### src/hdl/qcmr_pkg.sv
package qcmr_pkg;

  localparam int BIAS_SHIFT = 8;
  localparam int ACC_W      = 32;
  localparam int WORK_W     = 64;
  localparam int SH_W       = 7;
  localparam int MUL_A_W    = 33;
  localparam int MUL_P_W    = 2 * MUL_A_W;
  localparam int CFG_IDX_W  = 2;
  localparam int CFG_DATA_W = 9;
  localparam int IN_DATA_W  = 160;
  localparam int OUT_DATA_W = 8;

  localparam int ACT_LSB    = 0;
  localparam int WGT_LSB    = 8;
  localparam int BIAS_LSB   = 16;
  localparam int RMULT_LSB  = 80;
  localparam int RSHIFT_LSB = 112;
  localparam int PMULT_LSB  = 118;
  localparam int PSHIFT_LSB = 150;

  typedef enum logic [CFG_IDX_W-1:0] {
    CFG_PRELU_ENABLE = 2'd0,
    CFG_PAD_VALUE    = 2'd1,
    CFG_OUT_ZERO_ADD = 2'd2
  } cfg_idx_t;

  function automatic logic [WORK_W-1:0] round_rshift(input logic [WORK_W-1:0] v,
                                                     input logic [SH_W-1:0] s);
    logic [WORK_W-1:0] t;
    logic [WORK_W-1:0] r;
    t = v + (WORK_W'(1) << (s - SH_W'(1)));
    if (s == '0) begin
      r = v;
    end else if (s >= SH_W'(WORK_W)) begin
      r = '0;
    end else begin
      r = WORK_W'($signed(t) >>> s);
    end
    return r;
  endfunction

  function automatic logic [OUT_DATA_W-1:0] clamp8(input logic [WORK_W-1:0] q);
    logic [OUT_DATA_W-1:0] r;
    if ($signed(q) < -64'sd128) begin
      r = 8'h80;
    end else if ($signed(q) > 64'sd127) begin
      r = 8'h7F;
    end else begin
      r = q[OUT_DATA_W-1:0];
    end
    return r;
  endfunction

endpackage

### src/hdl/qcmr_mul.sv
module qcmr_mul (
  input  logic                                 clk,
  input  logic signed [qcmr_pkg::MUL_A_W-1:0] a,
  input  logic signed [qcmr_pkg::MUL_A_W-1:0] b,
  output logic signed [qcmr_pkg::MUL_P_W-1:0] p
);

  always_ff @(posedge clk) begin
    p <= a * b;
  end

endmodule

### src/hdl/quantized_conv_mac_requant.sv
// Multiply-accumulate and requantize for one output of an int8 convolution.
// Input channel s_axis_*: one word per tap. tlast marks the last tap of a
// window, tuser marks a padded tap (the pad_value register replaces the
// activation). Output channel m_axis_*: one int8 result per window.
// Configuration channel cfg_*: index 0 prelu_enable, 1 pad_value,
// 2 out_zero_add; other indexes are ignored. cfg_ready is always high.
// One shared 33x33 signed multiplier with a registered product serves every
// multiply, under a small sequencer; s_axis_tready is high only when idle.
// An ordinary tap is multiplied and accumulated, then the sequencer returns
// to idle. A last tap reaches the output register in these steps: multiply,
// accumulate, bias, then each 64x32 multiply (the PReLU one first, when it
// applies) as two partial products plus a sum, then a rounding shift, then
// zero-point add and clamp. The result stays in an output register; the
// next window's taps are accepted while it waits. If the receiver stalls and
// a new result is ready, the sequencer holds in its final step until the
// register frees. Reset clears the configuration registers, the
// accumulator and the output valid, and returns the sequencer to idle.
module quantized_conv_mac_requant (
  input  logic                                clk,
  input  logic                                rst,
  input  logic                                s_axis_tvalid,
  output logic                                s_axis_tready,
  // activation, weight_val, bias_val, requant_mult, requant_shift,
  // neg_mult, neg_shift, zero fill
  input  logic [qcmr_pkg::IN_DATA_W-1:0]      s_axis_tdata,
  input  logic                                s_axis_tlast,
  // is_padding
  input  logic                                s_axis_tuser,
  output logic                                m_axis_tvalid,
  input  logic                                m_axis_tready,
  // result_value
  output logic [qcmr_pkg::OUT_DATA_W-1:0]     m_axis_tdata,
  input  logic                                cfg_valid,
  output logic                                cfg_ready,
  input  logic [qcmr_pkg::CFG_IDX_W-1:0]      cfg_index,
  input  logic [qcmr_pkg::CFG_DATA_W-1:0]     cfg_data
);

  typedef enum logic [7:0] {
    S_IDLE    = 8'b0000_0001,
    S_TAP_MUL = 8'b0000_0010,
    S_TAP_ACC = 8'b0000_0100,
    S_BIAS    = 8'b0000_1000,
    S_MUL_LO  = 8'b0001_0000,
    S_MUL_HI  = 8'b0010_0000,
    S_MUL_SUM = 8'b0100_0000,
    S_RND     = 8'b1000_0000
  } state_t;

  typedef enum logic [0:0] {
    S_OUT_NONE = 1'b0,
    S_OUT_WAIT = 1'b1
  } out_state_t;

  state_t     state;
  state_t     state_next;
  out_state_t fin;

  logic                               prelu_enable;
  logic signed [7:0]                  pad_value;
  logic signed [8:0]                  out_zero_add;

  logic signed [7:0]                  act;
  logic signed [7:0]                  wgt;
  logic                               last;
  logic [qcmr_pkg::WORK_W-1:0]        bias;
  logic signed [31:0]                 rmult;
  logic [5:0]                         rshift;
  logic signed [31:0]                 pmult;
  logic [5:0]                         pshift;

  logic [qcmr_pkg::ACC_W-1:0]         acc;
  logic [qcmr_pkg::ACC_W-1:0]         acc_sum;
  logic [qcmr_pkg::WORK_W-1:0]        work;
  logic [qcmr_pkg::WORK_W-1:0]        work_biased;
  logic [qcmr_pkg::WORK_W-1:0]        partial;
  logic [qcmr_pkg::WORK_W-1:0]        qval;
  logic                               prelu_phase;
  logic [qcmr_pkg::SH_W-1:0]          shamt;
  logic signed [31:0]                 mult_sel;

  logic signed [qcmr_pkg::MUL_A_W-1:0] mul_a;
  logic signed [qcmr_pkg::MUL_A_W-1:0] mul_b;
  logic signed [qcmr_pkg::MUL_P_W-1:0] mul_p;

  logic s_acc;
  logic out_free;
  logic out_load;

  assign s_axis_tready = (state == S_IDLE);
  assign cfg_ready     = 1'b1;
  assign s_acc         = s_axis_tvalid && s_axis_tready;
  assign out_free      = !m_axis_tvalid || m_axis_tready;
  assign out_load      = (state == S_RND) && !prelu_phase && (fin == S_OUT_WAIT) && out_free;

  assign acc_sum     = acc + mul_p[qcmr_pkg::ACC_W-1:0];
  assign work_biased = ({{(qcmr_pkg::WORK_W - qcmr_pkg::ACC_W){acc[qcmr_pkg::ACC_W-1]}}, acc}
                        << qcmr_pkg::BIAS_SHIFT) + bias;
  assign mult_sel    = prelu_phase ? pmult : rmult;
  assign shamt       = prelu_phase ? qcmr_pkg::SH_W'(pshift)
                                   : qcmr_pkg::SH_W'(rshift) + qcmr_pkg::SH_W'(qcmr_pkg::BIAS_SHIFT);
  assign qval        = work + qcmr_pkg::WORK_W'(out_zero_add);

  always_comb begin
    mul_a = qcmr_pkg::MUL_A_W'($signed(work[63:32]));
    mul_b = qcmr_pkg::MUL_A_W'(mult_sel);
    unique case (state)
      S_TAP_MUL: begin
        mul_a = qcmr_pkg::MUL_A_W'(act);
        mul_b = qcmr_pkg::MUL_A_W'(wgt);
      end
      S_MUL_LO: begin
        mul_a = $signed({1'b0, work[31:0]});
      end
      default: begin
      end
    endcase
  end

  qcmr_mul u_mul (
    .clk (clk),
    .a   (mul_a),
    .b   (mul_b),
    .p   (mul_p)
  );

  always_comb begin
    state_next = state;
    unique case (state)
      S_IDLE:    if (s_acc) state_next = S_TAP_MUL;
      S_TAP_MUL: state_next = S_TAP_ACC;
      S_TAP_ACC: state_next = last ? S_BIAS : S_IDLE;
      S_BIAS:    state_next = S_MUL_LO;
      S_MUL_LO:  state_next = S_MUL_HI;
      S_MUL_HI:  state_next = S_MUL_SUM;
      S_MUL_SUM: state_next = S_RND;
      S_RND:     state_next = prelu_phase ? S_MUL_LO : S_RND;
      default:   state_next = S_IDLE;
    endcase
    if (out_load) begin
      state_next = S_IDLE;
    end
  end

  always_ff @(posedge clk) begin
    if (rst) begin
      prelu_enable <= 1'b0;
      pad_value    <= '0;
      out_zero_add <= '0;
    end else if (cfg_valid && cfg_ready) begin
      unique case (cfg_index)
        qcmr_pkg::CFG_PRELU_ENABLE: prelu_enable <= cfg_data[0];
        qcmr_pkg::CFG_PAD_VALUE:    pad_value    <= cfg_data[7:0];
        qcmr_pkg::CFG_OUT_ZERO_ADD: out_zero_add <= cfg_data;
        default: begin
        end
      endcase
    end
  end

  always_ff @(posedge clk) begin
    if (s_acc) begin
      act    <= s_axis_tuser ? pad_value : s_axis_tdata[qcmr_pkg::ACT_LSB +: 8];
      wgt    <= s_axis_tdata[qcmr_pkg::WGT_LSB +: 8];
      last   <= s_axis_tlast;
      bias   <= s_axis_tdata[qcmr_pkg::BIAS_LSB +: qcmr_pkg::WORK_W];
      rmult  <= s_axis_tdata[qcmr_pkg::RMULT_LSB +: 32];
      rshift <= s_axis_tdata[qcmr_pkg::RSHIFT_LSB +: 6];
      pmult  <= s_axis_tdata[qcmr_pkg::PMULT_LSB +: 32];
      pshift <= s_axis_tdata[qcmr_pkg::PSHIFT_LSB +: 6];
    end
    unique case (state)
      S_BIAS:    work    <= work_biased;
      S_MUL_HI:  partial <= mul_p[qcmr_pkg::WORK_W-1:0];
      S_MUL_SUM: work    <= partial + {mul_p[31:0], 32'd0};
      S_RND:     if (fin == S_OUT_NONE) work <= qcmr_pkg::round_rshift(work, shamt);
      default: begin
      end
    endcase
  end

  always_ff @(posedge clk) begin
    if (rst) begin
      state         <= S_IDLE;
      fin           <= S_OUT_NONE;
      acc           <= '0;
      prelu_phase   <= 1'b0;
      m_axis_tvalid <= 1'b0;
    end else begin
      state <= state_next;
      if (m_axis_tvalid && m_axis_tready && !out_load) begin
        m_axis_tvalid <= 1'b0;
      end
      unique case (state)
        S_TAP_ACC: acc <= acc_sum;
        S_BIAS: begin
          acc         <= '0;
          prelu_phase <= prelu_enable && work_biased[qcmr_pkg::WORK_W-1];
        end
        S_RND: begin
          if (prelu_phase) begin
            prelu_phase <= 1'b0;
          end else if (fin == S_OUT_NONE) begin
            fin <= S_OUT_WAIT;
          end else if (out_free) begin
            fin           <= S_OUT_NONE;
            m_axis_tvalid <= 1'b1;
            m_axis_tdata  <= qcmr_pkg::clamp8(qval);
          end
        end
        default: begin
        end
      endcase
    end
  end

  ap_tap_turn: assert property (@(posedge clk) disable iff (rst)
    (s_axis_tvalid && s_axis_tready && !s_axis_tlast)
      |=> !s_axis_tready ##1 !s_axis_tready ##1 s_axis_tready)
    else $error("ordinary tap did not return to idle in three cycles");

  ap_out_source: assert property (@(posedge clk) disable iff (rst)
    $rose(m_axis_tvalid) |-> $past(state == S_RND && fin == S_OUT_WAIT))
    else $error("result presented outside the final step");

  ap_acc_cleared: assert property (@(posedge clk) disable iff (rst)
    (state == S_MUL_LO || state == S_MUL_HI || state == S_MUL_SUM || state == S_RND)
      |-> (acc == '0))
    else $error("accumulator not cleared during the tail");

endmodule
### config.mk
export PLATFORM = sky130hd
export DESIGN_NAME = quantized_conv_mac_requant
export DESIGN_NICKNAME = d
export VERILOG_FILES = /design/src/hdl/qcmr_pkg.sv /design/src/hdl/qcmr_mul.sv /design/src/hdl/quantized_conv_mac_requant.sv
export SDC_FILE = /design/constraint.sdc
export NUM_CORES = 2
export LEC_CHECK = 0
export ABC_AREA = 1
export BUFFER_PORTS_ARGS = -buffer_cell sky130_fd_sc_hd__buf_4
export CORE_MARGIN = 5
export CORE_UTILIZATION = 60
export DETAILED_ROUTE_END_ITERATION = 12
export MAX_ROUTING_LAYER = met4
export PLACE_DENSITY = 0.8
export SYNTH_ARGS = -nofsm -noshare
export SYNTH_HDL_FRONTEND = slang
export SYNTH_SLANG_ARGS = --single-unit
### constraint.sdc
create_clock -name clk -period 8.3 [get_ports clk]
set_input_delay 0.83 -clock clk [delete_from_list [all_inputs] [get_ports clk]]
set_output_delay 0.83 -clock clk [all_outputs]
set_load 0.05 [all_outputs]
# Yosys cells after proc, flatten, opt, wreduce, memory -nomap -nowiden
# Cells that the tools add are included.
# classes
muxes	23
n_lt_le_gt_ge	3
n_eq_ne	13
shift	2
add_sub_neg	7
multipliers	1
n_reduce_logical	23
bitwise	2
# ops
operator	n
adder 64 bit	4
2-to-1 mux 64 bit	3
one-hot mux 64 bit (3 select lines)	1
one-hot mux 33 bit (2 select lines)	1
> comparator 64 x 8 -> 1 bit (second input constant)	1
< comparator 64 x 8 -> 1 bit (second input constant)	1
multiplier 33 x 33 -> 64 bit	1
one-hot mux 32 bit (2 select lines)	1
one-hot mux 8 bit (8 select lines)	1
left shift 1 x 7 -> 64 bit (first input constant)	1
>>> shifter 64 x 7 -> 64 bit	1
2-to-1 mux 33 bit	1
adder 32 bit	1
2-to-1 mux 32 bit	1
2-to-1 mux 8 bit	4
== test 8 x 1 -> 1 bit (second input constant)	1
== test 8 x 2 -> 1 bit (second input constant)	1
== test 8 x 3 -> 1 bit (second input constant)	1
== test 8 x 4 -> 1 bit (second input constant)	1
== test 8 x 5 -> 1 bit (second input constant)	1
== test 8 x 6 -> 1 bit (second input constant)	1
== test 8 x 7 -> 1 bit (second input constant)	1
== test 8 bit (second input constant)	1
AND reduction 2 bit	4
other kinds (22)	39
# word_totals
register_bits	418
out_inout_bits	11
word_cells	94
in_bits	178

# Logic depth before layout (Yosys ltp)
# logic_depth
depth_word	11
ltp_mapped	46
ltp_nobuf	44

# By module
# From an unflattened synthesis, not the netlist that was laid out.
# hier_totals
hier_cells	11423
area_unflattened_um2	79443.7
# by_module_without_submodules
module	cells_each	area_per_inst_um2	n_inst
qcmr_mul	5587	43260.2	1
quantized_conv_mac_requant	5836	36183.5	1

# Least setup slack after synthesis
# OpenSTA, ideal clock, no wires.
# synth_path
path_type	reg-to-reg
start	register state[7]
end	register act[0], enable pin
synth_period_minus_slack_ps	9795
slack_ps	-1495
setup_ps	676
stages_incl_launch_ff	8
arrival_ps	9119
cell_sequence	dfxtp_1 > nor2_1 > inv_2 > nor2_2 > inv_1 > nor4_1 > inv_1 > nor2_1
# synth_via
elab_chain_len	2
# synth_lines
element	line	text
start, declared	quantized_conv_mac_requant.sv:55	state_t state;
start signal, assigned	quantized_conv_mac_requant.sv:190	state <= state_next;
== test 8 x 1 -> 1 bit	quantized_conv_mac_requant.sv:90	assign s_axis_tready = (state == S_IDLE);
net s_axis_tready	quantized_conv_mac_requant.sv:22	output logic s_axis_tready,
logical AND 1 bit	quantized_conv_mac_requant.sv:92	assign s_acc = s_axis_tvalid && s_axis_tready;
net s_acc	quantized_conv_mac_requant.sv:86	logic s_acc;
end signal, assigned	quantized_conv_mac_requant.sv:163	act <= s_axis_tuser ? pad_value : s_axis_tdata[qcmr_pkg::ACT_LSB +: 8];
end, declared	quantized_conv_mac_requant.sv:63	logic signed [7:0] act;
# The timed path passes the listed nets, and every way through them passes these cells.
# A chain may end at the register's enable or synchronous reset.

# Final worst setup path
# layout_path
start	register state[5]
end	register u_mul.p[58] (netlist name)
# layout_via
elab_chain_len	3
word_cells_on_any_way	5
classes_between	mul (1); eq/ne (2); mux (2)
# layout_lines
element	line	text
== test 8 x 5 -> 1 bit / == test 8 x 2 -> 1 bit (equally long branches)	quantized_conv_mac_requant.sv:107	unique case (state)
one-hot mux 33 bit (2 select lines) / 2-to-1 mux 33 bit (equally long branches)	quantized_conv_mac_requant.sv:107	
multiplier 33 x 33 -> 64 bit (*)	qcmr_mul.sv:9	p <= a * b;
end signal, assigned	qcmr_mul.sv:9	
end, declared	qcmr_mul.sv:5	output logic signed [qcmr_pkg::MUL_P_W-1:0] p
# Mark *: on every way between the ends. The rest lies on a longest branch, timed or not.

==> results.md <==
* Status: complete, but fails checks
* Failing checks: setup timing
* Final setup viols at 27
* Number of global-route vias before repair at around 77k
* Share of layout cells above drive strength 1 at 15.4%
* Hold slack at 380 ps
* Vias per cell at around 6.1
* Final period util at 105%
* DR pass1 iterations at 12
* Die area at 131,000 um^2
* CP bufs+invs at 16
* Synthesis-stage register bit count at roughly 420
* Clk pin slew, worst setup/hold paths at 70 ps
* Hold Buf Count CTS at 0
* Filler instances at 9,272
* IO Pins at about 190
* H-tree depth at 2
* Crit end category: flop
* First-pass GRT wire length at roughly 470,000 um
* Cell Count Post-Placement at 12.4k
* Largest net degree at the start of global routing at 138
* Critical Path Source Type: flop
* Worst hold path class: in -> reg
* Synth cell types at 59
* Critical path type: reg -> reg
* Syn Nets at ~12k
* Yosys Warn Count at 0
* Layout Skew at 37.1 ps
* Crit path to: u_mul.p[58]
* Chip Width at ~360 um
* Reg-to-reg slack, setup at -430 ps
* CP max stage cell: fa_2
* Worst Setup SP: state[5]
* Clk sinks at approximately 420
* DRC viols at 0
* P&R area growth vs syn at 18.7%
* Setup ws final at -431 ps
* Worst slew pin tran at 1450 ps
* Core Util, Final at between 70% and 80%
* Hold Fails Final Rpt at 0
* Most frequent cells in the layout: nand2_1 (2,194), inv_1 (1,882), nor2_1 (1,121)
* Post-synth EDFFs at between 200 and 300
* Relative slew slack at 2.64%
* Total CTS buffers at between 40 and 50
* Antenna violations before repair at 17
* CP top delay family: adder cells
* GRT Util Overall at between 40% and 50%
* Clock latency on the worst-skew pair at about 630 ps
* Worst Path Required at just under 9000 ps
* Register-to-Register Path Depth at 42
* Max-Cap Viols at 0
* Post-Layout Cell Count at 12.6k
* FFs w/ async S/R, synth at 0%
* Die H at between 300 and 400 um
* Worst path most repeated cell: inv_1
* CP peak stage delay at 600 ps
* Antenna-violating nets left at 0
* Gp weighted congestion at 1.15
* Crit path DAT at 9250 ps
* Total Wirelength at roughly 330,000 um
* Post-synthesis sequential area ratio at roughly 15%
* Min Clock Period, post-route at between 8000 and 9000 ps
* CTS tree: yes
* WP depth at 42
* DRT iter0 DRCs at just over 9k
* Routed vias at ~77k
* Mapped Area at between 70,000 and 80,000 um^2
* Most common cell after layout, fill and taps aside: nand2_1
* Synthesized area per cell at between 7 and 8 um^2
* Reg-to-Reg Start: state[5]
* Layout Nets at about 13k
* Core area at approximately 120,000 um^2
* Area of the multi-input gates at around 56,000 um^2
* Register area at ~11,000 um^2
* Port Buffers at between 150 and 200
* Critical R2R Capture: u_mul.p[58]
* RSZ-0062 raised after global routing: yes
* Initial Utilization at 60.3%
* CTS root buffer: clkbuf_16
* Ys flop type: edfxtp_1
* Max Fclk at around 110 MHz
* Routed len/inst at approximately 26 um
* Synth Instances at about 10k
* Detail Placement HPWL at roughly 260,000 um
* Max Transition Viols Final at 0
* Row Count at 129
* Clk buf depth at 3
* Critical-path maximum fanout at 19
* GRT overflow at 0
[state kept, by name (all words and copies together), names as in the netlist]
register,cells
fin,1
pshift,6
bias,64
work,64
out_zero_add,9
partial,64
state,8
m_axis_tdata,8
prelu_phase,1
acc,32
pad_value,8
pmult,32
wgt,8
rmult,32
rshift,6
act,8
prelu_enable,1
last,1
m_axis_tvalid,1
u_mul.p,64
[synth_stat cells (72+ instances only)]
cell / count / share of area, %
nand2_1: 2260 / 11
inv_1: 1934 / 9.8
nor2_1: 1175 / 5.9
fa_1: 1130 / 30
nand3_1: 836 / 5.6
a21oi_1: 517 / 3.5
ha_1: 456 / 7.7
edfxtp_1: 293 / 12
o21ai_0: 282 / 1.9
clkbuf_1: 186 / 0.94
dfxtp_1: 125 / 3.4
xor2_1: 78 / 0.92
or2_2: 72 / 0.61
[area by class of cell]
class,instances,area share (%)
diodes,20,0.0567
clock buffers,59,1.43
clock inverters,23,0.271
inverters,2008,8.64
multi-input cells,7335,63.4
flip-flops and latches,418,12.8
well taps,1637,2.32
repair buffers,1080,11.1
[stage by stage]
step | setup WS, ps | setup TNS, ps | area (um^2)
CTS | -45.3 | -88.7 | 86700
global route | -486 | -10260 | 88300
global placement | -469 | -8260 | 83900
detailed placement | -605 | -10600 | 83900
floorplan | 30.2 | 0 | 74400
finish | -431 | -6850 | 88300
[repair_timing]
item,CTS,global route
buffers inserted,44,57
resized for setup,228,298
setup endpoints to repair,32,38
pin swaps,42,159
gates cloned,2,4
[how the worst min path moves through the flow]
stage                     cells past startpoint          end               from  slack [ps]
final                                         1     pmult[9]  s_axis_tdata[127]         380
after global routing                          1     rmult[1]   s_axis_tdata[81]         370
after CTS                                     1       wgt[5]   s_axis_tdata[13]         360
after detailed placement                      0  partial[59]        u_mul.p[59]         390
after global placement                        0  partial[47]        u_mul.p[47]         390
after floorplan                               0  partial[32]        u_mul.p[32]         390
[cell families (layout without fill, tap and decap cells)]
family	count (synthesis)	count (layout)	synth area share, %
buffers and inverters	2303	3170	11.7
multiplexers	32	32	0.444
AND/OR/NAND/NOR	4548	4548	25.3
adder cells (fa/ha/maj)	1586	1586	38.1
other	1	21	0.00504
XOR/XNOR	149	149	1.75
AO/OA/AOI/OAI	1019	1019	7.49
flip-flops	418	418	15.2
[per-layer routing]
| layer | share of wire, % | up-vias | GRT usage [%] |
|---|---|---|---|
| met5 | 0 | - | - |
| met4 | 14 | 0 | 48.8 |
| met3 | 11 | 2342 | 13.3 |
| met2 | 43 | 5638 | 75.1 |
| met1 | 31 | 35900 | 51.9 |
| li1 | - | 32900 | - |
Power is left out: the tool's default activity adds up to more than one toggle a clock period on the data nets, which glitch-free logic cannot reach.
